### config.mk
export PLATFORM = sky130hd
export DESIGN_NAME = systematic_particle_resampler
export DESIGN_NICKNAME = d
export VERILOG_FILES = /design/src/rtl/spr_pkg.sv /design/src/rtl/spr_datapath.sv /design/src/rtl/spr_controller.sv /design/src/rtl/systematic_particle_resampler.sv
export SDC_FILE = /design/constraint.sdc
export NUM_CORES = 2
export LEC_CHECK = 0
export ABC_AREA = 1
export BUFFER_PORTS_ARGS = -buffer_cell sky130_fd_sc_hd__buf_4
export CORE_ASPECT_RATIO = 0.5
export CORE_MARGIN = 3
export CORE_UTILIZATION = 30
export DETAILED_ROUTE_END_ITERATION = 16
export GPL_ROUTABILITY_DRIVEN = 0
export GPL_TIMING_DRIVEN = 0
export MAX_ROUTING_LAYER = met4
export REMOVE_ABC_BUFFERS = 1
export SYNTH_ARGS = -nofsm -noshare
export SYNTH_HDL_FRONTEND = slang
export SYNTH_SLANG_ARGS = --single-unit
### constraint.sdc
create_clock -name clk_i -period 7.3 [get_ports clk_i]
set_input_delay 1.46 -clock clk_i [delete_from_list [all_inputs] [get_ports clk_i]]
set_output_delay 1.46 -clock clk_i [all_outputs]
set_load 0.01 [all_outputs]
### src/rtl/spr_pkg.sv
// Shared types and constants of the systematic particle resampler.
`default_nettype none
package spr_pkg;

  localparam int WEIGHT_W = 16;
  localparam int OFFSET_W = 16;
  localparam int INDEX_W  = 6;

  typedef struct packed {
    logic load;
    logic init_rd;
    logic prep;
    logic advance;
    logic emit;
    logic finish;
  } spr_cmd_t;

  typedef struct packed {
    logic adv_ok;
    logic last_k;
  } spr_status_t;

endpackage
`default_nettype wire

### src/rtl/spr_datapath.sv
// Datapath of the resampler: weight store, running total and the cross-multiplied draw compare.
`default_nettype none
module spr_datapath import spr_pkg::*; #(
  parameter int MAX_PARTICLES = 64,
  parameter int WEIGHT_BITS   = 16
) (
  input  wire logic                clk_i,
  input  wire logic                rst_ni,
  input  wire spr_cmd_t            cmd_i,
  input  wire logic [WEIGHT_W-1:0] weight_i,
  input  wire logic [OFFSET_W-1:0] offset_i,
  output spr_status_t              st_o,
  output logic [INDEX_W-1:0]       source_index_o,
  output logic                     last_of_run_o
);

  localparam int SW   = (WEIGHT_BITS < WEIGHT_W) ? WEIGHT_BITS : WEIGHT_W;
  localparam int IW   = $clog2(MAX_PARTICLES);
  localparam int CW   = $clog2(MAX_PARTICLES + 1);
  localparam int TW   = SW + IW;
  localparam int LW   = TW + CW;
  localparam int CMPW = LW + OFFSET_W;

  logic [SW-1:0]       mem_q [MAX_PARTICLES];
  logic [SW-1:0]       rd_q;
  logic [IW-1:0]       rd_addr;
  logic [CW-1:0]       count_q, count_d;
  logic [TW-1:0]       total_q, total_d;
  logic [OFFSET_W-1:0] offset_q;
  logic [IW-1:0]       idx_q;
  logic [IW-1:0]       k_q;
  logic [LW-1:0]       lhs_q;
  logic [CMPW-1:0]     rhs_q;
  logic [IW-1:0]       src_q;
  logic                last_q;
  logic [SW-1:0]       w;
  logic                full;
  logic [SW+CW-1:0]    wn;
  logic [OFFSET_W+TW-1:0] rhs0;
  logic [CMPW-1:0]     step;
  logic                total_zero;

  assign w          = weight_i[SW-1:0];
  assign full       = (count_q == CW'(MAX_PARTICLES));
  assign rd_addr    = cmd_i.init_rd ? '0 : idx_q + IW'(1);
  assign wn         = rd_q * count_q;
  assign rhs0       = offset_q * total_q;
  assign step       = CMPW'({total_q, {OFFSET_W{1'b0}}});
  assign total_zero = (total_q == '0);

  always_ff @(posedge clk_i) begin
    if (cmd_i.load && !full) begin
      mem_q[count_q[IW-1:0]] <= w;
    end
    rd_q <= mem_q[rd_addr];
  end

  always_comb begin
    count_d = count_q;
    total_d = total_q;
    if (cmd_i.finish) begin
      count_d = '0;
      total_d = '0;
    end else if (cmd_i.load && !full) begin
      count_d = count_q + CW'(1);
      total_d = total_q + TW'(w);
    end
  end

  always_ff @(posedge clk_i or negedge rst_ni) begin
    if (!rst_ni) begin
      count_q <= '0;
      total_q <= '0;
    end else begin
      count_q <= count_d;
      total_q <= total_d;
    end
  end

  always_ff @(posedge clk_i) begin
    if (cmd_i.load) begin
      offset_q <= offset_i;
    end
    if (cmd_i.prep) begin
      lhs_q <= LW'(wn);
      rhs_q <= CMPW'(rhs0);
      idx_q <= '0;
      k_q   <= '0;
    end else if (cmd_i.advance) begin
      lhs_q <= lhs_q + LW'(wn);
      idx_q <= idx_q + IW'(1);
    end else if (cmd_i.emit) begin
      src_q  <= total_zero ? k_q : idx_q;
      last_q <= st_o.last_k;
      k_q    <= k_q + IW'(1);
      rhs_q  <= rhs_q + step;
    end
  end

  assign st_o.last_k = ((CW'(k_q) + CW'(1)) == count_q);
  assign st_o.adv_ok = !total_zero
                    && ({lhs_q, {OFFSET_W{1'b0}}} <= rhs_q)
                    && ((CW'(idx_q) + CW'(1)) < count_q);

  assign source_index_o = INDEX_W'(src_q);
  assign last_of_run_o  = last_q;

endmodule
`default_nettype wire

### src/rtl/spr_controller.sv
// Controller of the resampler: load, draw setup, index walk and result handoff.
`default_nettype none
module spr_controller import spr_pkg::*; (
  input  wire logic        clk_i,
  input  wire logic        rst_ni,
  input  wire logic        in_valid_i,
  input  wire logic        last_weight_i,
  output logic             in_stall_o,
  input  wire logic        out_stall_i,
  output logic             out_valid_o,
  input  wire spr_status_t st_i,
  output spr_cmd_t         cmd_o
);

  localparam logic [2:0] S_LOAD = 3'd0;
  localparam logic [2:0] S_RD   = 3'd1;
  localparam logic [2:0] S_PREP = 3'd2;
  localparam logic [2:0] S_CMP  = 3'd3;
  localparam logic [2:0] S_ADV  = 3'd4;

  logic [2:0] state_q, state_d;
  logic       out_valid_q, out_valid_d;
  logic       out_free;

  assign out_free = !out_valid_q || !out_stall_i;

  always_comb begin
    state_d     = state_q;
    cmd_o       = '0;
    out_valid_d = out_valid_q && out_stall_i;
    unique case (state_q)
      S_LOAD: begin
        if (in_valid_i) begin
          cmd_o.load = 1'b1;
          if (last_weight_i) begin
            state_d = S_RD;
          end
        end
      end
      S_RD: begin
        cmd_o.init_rd = 1'b1;
        state_d       = S_PREP;
      end
      S_PREP: begin
        cmd_o.prep = 1'b1;
        state_d    = S_CMP;
      end
      S_CMP: begin
        priority if (st_i.adv_ok) begin
          state_d = S_ADV;
        end else if (out_free) begin
          cmd_o.emit  = 1'b1;
          out_valid_d = 1'b1;
          if (st_i.last_k) begin
            cmd_o.finish = 1'b1;
            state_d      = S_LOAD;
          end
        end
      end
      S_ADV: begin
        cmd_o.advance = 1'b1;
        state_d       = S_CMP;
      end
      default: begin
        state_d = S_LOAD;
      end
    endcase
  end

  always_ff @(posedge clk_i or negedge rst_ni) begin
    if (!rst_ni) begin
      state_q     <= S_LOAD;
      out_valid_q <= 1'b0;
    end else begin
      state_q     <= state_d;
      out_valid_q <= out_valid_d;
    end
  end

  assign in_stall_o  = (state_q != S_LOAD);
  assign out_valid_o = out_valid_q;

endmodule
`default_nettype wire

### src/rtl/systematic_particle_resampler.sv
// Top level of the systematic particle resampler.
// Load: one weight item per cycle while the input is not stalled; the last item ends the set.
// Draw: a read state and a prep state set up the draw, then each compare either emits an
//   index or steps the store index through an advance state; the store has one read port.
// The read and prep states follow the last item; a stalled result holds emits, not advances.
// Reset clears the particle count, the total and the handshake state; the store is not cleared.
`default_nettype none
module systematic_particle_resampler import spr_pkg::*; #(
  parameter int MAX_PARTICLES = 64,
  parameter int WEIGHT_BITS   = 16
) (
  input  wire logic                clk_i,
  input  wire logic                rst_ni,
  input  wire logic                in_valid_i,
  output logic                     in_stall_o,
  input  wire logic [WEIGHT_W-1:0] weight_i,
  input  wire logic                last_weight_i,
  input  wire logic [OFFSET_W-1:0] offset_i,
  output logic                     out_valid_o,
  input  wire logic                out_stall_i,
  output logic [INDEX_W-1:0]       source_index_o,
  output logic                     last_of_run_o
);

  spr_cmd_t    cmd;
  spr_status_t st;

  spr_controller u_ctrl (
    .clk_i         (clk_i),
    .rst_ni        (rst_ni),
    .in_valid_i    (in_valid_i),
    .last_weight_i (last_weight_i),
    .in_stall_o    (in_stall_o),
    .out_stall_i   (out_stall_i),
    .out_valid_o   (out_valid_o),
    .st_i          (st),
    .cmd_o         (cmd)
  );

  spr_datapath #(
    .MAX_PARTICLES (MAX_PARTICLES),
    .WEIGHT_BITS   (WEIGHT_BITS)
  ) u_dp (
    .clk_i          (clk_i),
    .rst_ni         (rst_ni),
    .cmd_i          (cmd),
    .weight_i       (weight_i),
    .offset_i       (offset_i),
    .st_o           (st),
    .source_index_o (source_index_o),
    .last_of_run_o  (last_of_run_o)
  );

endmodule
`default_nettype wire

==> flow_summary.toml <==
[status]
status = "complete, no violations"

[detailed_routing]
wl_mm = 186.7
dr.pass1.iters = 6
vias_per_cell = 4.934
drt_iter0_drc = 4642
route.vias.total = 48465
drtAntennaViolNets = 0
wire_per_inst_microns = 19.01
drc = 0

[hold_path]
min_path_type = "reg2reg"
whs_endpoint = "u_ctrl.out_valid_o"
hold_path_depth = 2
worstHoldStart = "u_ctrl.out_valid_o"

[cells_and_area]
diodes = 0
postLayoutCoreUtil = 0.3415
layout_common_cells = "nand2_1, edfxtp_1, inv_1"
nNetsFinal = 7391
stdcell_area_sq_mm = 0.07632
final_common_cell = "nand2_1"
drive_above_1_share = 0.08106
syn_to_final_growth_pct = 12.01

[setup_path]
crit_arrival_ps = 7320
path_common_cell = "fa_1"
rr_startpoint = "u_dp.total_q[16]"
worst-path-buf-inv = 5
rr_worst_depth = 20
endpoint_kind = "flop"
r2r_end = "u_dp.rhs_q[19]"
reg2reg_setup_slack_ps = 370
path_class = "reg2reg"
crit_slowest_cell = "dfrtp_1"
worstPathCellList = "nand2_1 -> fa_1 -> inv_1 -> fa_1 -> inv_1 -> fa_1 -> inv_1 -> fa_1 -> fa_1 -> inv_1 -> fa_1 -> inv_1 -> ha_1 -> nand2_1 -> nor2_1 -> nand3_1 -> o21ai_0 -> a21oi_1 -> o21ai_0 -> o21ai_0"
crit_family = "adder cells"
cp_slowest_stage_delay_ps = 1040
worstPathMaxFanout = 24
critPathLaunchType = "flop"
worstPathRequired_ps = 7700

[place]
place.port_buffers = 45
dpl_cell_area_sq_mm = 0.07257
dp_hpwl_mm = 120.3
pre_cts_ws_ps = 359.2

[floorplanning]
top_level_ports = 46
fp.dieH_microns = 343.0
placementRows = 122
coreArea_sq_mm = 0.2235
die-width_microns = 680.0
start_util = 0.3049
dieArea_sq_mm = 0.2332

[synth]
synth_top_area_share = 0.4883
syn_area_sq_mm = 0.06814
synth_compound_area_frac = 0.09240
synth_top_area_cell = "edfxtp_1"
synth_top_family_by_area = "simple AND/OR/NAND/NOR gates"
synth_edf_count = 1108
synthSimpleGateAreaFrac = 0.1647
synthAdderAreaFrac = 0.1493
synth_area_leaders = "edfxtp_1, fa_1, nand2_1"
synth-seq-cells = 1182
synth-xor-area-share = 0.007951
seq_area_frac_synth = 0.5125
async_flop_share = 0.02792
ys.flop_type = "edfxtp_1"
synth_cells = 6826
synth_cell_types = 44
ys.warnings.count = 0
synth_mux_area_frac = 0.0001469
syn_area_per_cell_sq_um = 9.982

[sta]
setup_viol = 0
fin_crit_ps = 6925
finalHoldViolCount = 0
max_freq_ghz = 0.1444
maxSlewViolCount = 0
tns_ps = 0
fin_skew_ps = 57.03
period_share = 0.9487
tightest_slew_ps = 1411
rsz0062_at_grt = "false"
relSlewSlack = 0.05946
setup_slack_ps = 374.7

[global_route]
grt_max_degree = 148
grt-ovfl-total = 0
grtUsageTotal = 0.1626
grt_pass1_wl_mm = 286.7
grt_pass1_vias = 47622
antenna_found_initial = 0

[clocking]
cts_made_buffers = 117
cts_hold_buf = 0
h-tree-depth = 3
cts-root-buf = "clkbuf_16"
cts_tree = "built"
clk_latency_ps = 740
cts.sinks = 1182
clock_path_buffers = 3
clkTransAtPathRegs_ps = 60

[job]
maxCapViolCount = 0
routing by layer:
layer / up-vias / part of all wire / GRT usage / wire (microns)
met1: 23849 / 0.44 / 0.2127 / 81270
met5: - / 0 / - / 0
met3: 291 / 0.068 / 0.02347 / 12720
met4: 0 / 0.027 / 0.04246 / 5052
li1: 22724 / - / - / -
met2: 1601 / 0.47 / 0.2651 / 87670
cell families after synthesis:
kind of cell,after synthesis
AOI/OAI and AO/OA,1033
xor gates and xnor gates,61
adders and majority gates,603
buffers and inverters,1283
DFF,1182
muxes,1
and+or+nand+nor,2663
synth_stat cells (5+ instances only):
library cell / number
nand2_1: 1190
edfxtp_1: 1108
inv_1: 945
nor2_1: 743
nand3_1: 464
o21ai_0: 408
fa_1: 350
o211ai_1: 280
ha_1: 253
a21oi_1: 181
or2_2: 173
clkbuf_1: 171
buf_2: 115
o31ai_1: 53
dfxtp_1: 41
nand4_1: 40
buf_1: 37
xor2_1: 34
dfrtp_1: 33
o221ai_1: 32
nor3_1: 31
xnor2_1: 26
o21a_1: 23
a21o_1: 13
o21bai_1: 13
a31oi_1: 12
a21boi_0: 8
inv_2: 7
o22ai_1: 6
nand3b_1: 5
cell type report:
type | instances | area (sq um)
Sequential cell | 1182 | 34920
Multi-Input combinational cell | 4361 | 28460
Tap cell | 2976 | 3724
Timing Repair Buffer | 133 | 1899
Inverter | 956 | 3616
Clock buffer | 161 | 3217
Clock inverter | 54 | 475.5
Fill cell | 22254 | 147200
worst max path at each step:
| stage | start | endpoint | slack [ps] | cells after the start |
|---|---|---|---|---|
| 2_1_floorplan | u_dp.idx_q[0] | u_dp.rd_q[11] | -3710 | 9 |
| 3_3_place_gp | u_dp.idx_q[0] | u_dp.rd_q[2] | -18200 | 9 |
| 3_5_place_dp | u_dp.total_q[7] | u_dp.rhs_q[22] | 360 | 21 |
| 4_1_cts | u_dp.total_q[7] | u_dp.rhs_q[22] | 290 | 21 |
| 5_1_grt | u_dp.offset_q[10] | u_dp.rhs_q[19] | 2 | 18 |
| 6_report | u_dp.total_q[16] | u_dp.rhs_q[19] | 370 | 20 |
through the flow:
| stage | instances | hold WS [ps] |
|---|---|---|
| after floorplan | 6499 | 454.3 |
| after global placement | 9520 | 466.4 |
| after detailed placement | 9604 | 502.9 |
| after CTS | 9819 | 517.2 |
| after global routing | 9823 | 542.6 |
| final | 9823 | 507.9 |
worst reg2reg max path, delay by kind of cell, from the launching register on:
family / cells / cell delay, ps
DFF: 1 / 1040
AOI/OAI and AO/OA: 4 / 1190
adders and majority gates: 7 / 3420
and+or+nand+nor: 4 / 720
buffers and inverters: 5 / 250
flip-flops by register name, summed over array words and instances, names as in the netlist:
signal               count
u_dp.rhs_q              45
u_dp.idx_q               6
u_dp.offset_q           16
u_ctrl.state_q           3
u_dp.last_of_run_o       1
u_dp.total_q            22
u_ctrl.out_valid_o       1
u_dp.rd_q               16
u_dp.mem_q            1024
u_dp.count_q             7
u_dp.lhs_q              29
u_dp.k_q                 6
u_dp.source_index_o      6
repair_timing:
item / in CTS / in global routing
resized for setup: 0 / 5
buffers inserted: 0 / 3
endpoints found under the setup margin: 0 / 7
Power is not shown: default switching activity piles up to over one toggle a cycle in this logic, so the estimate is an artifact.
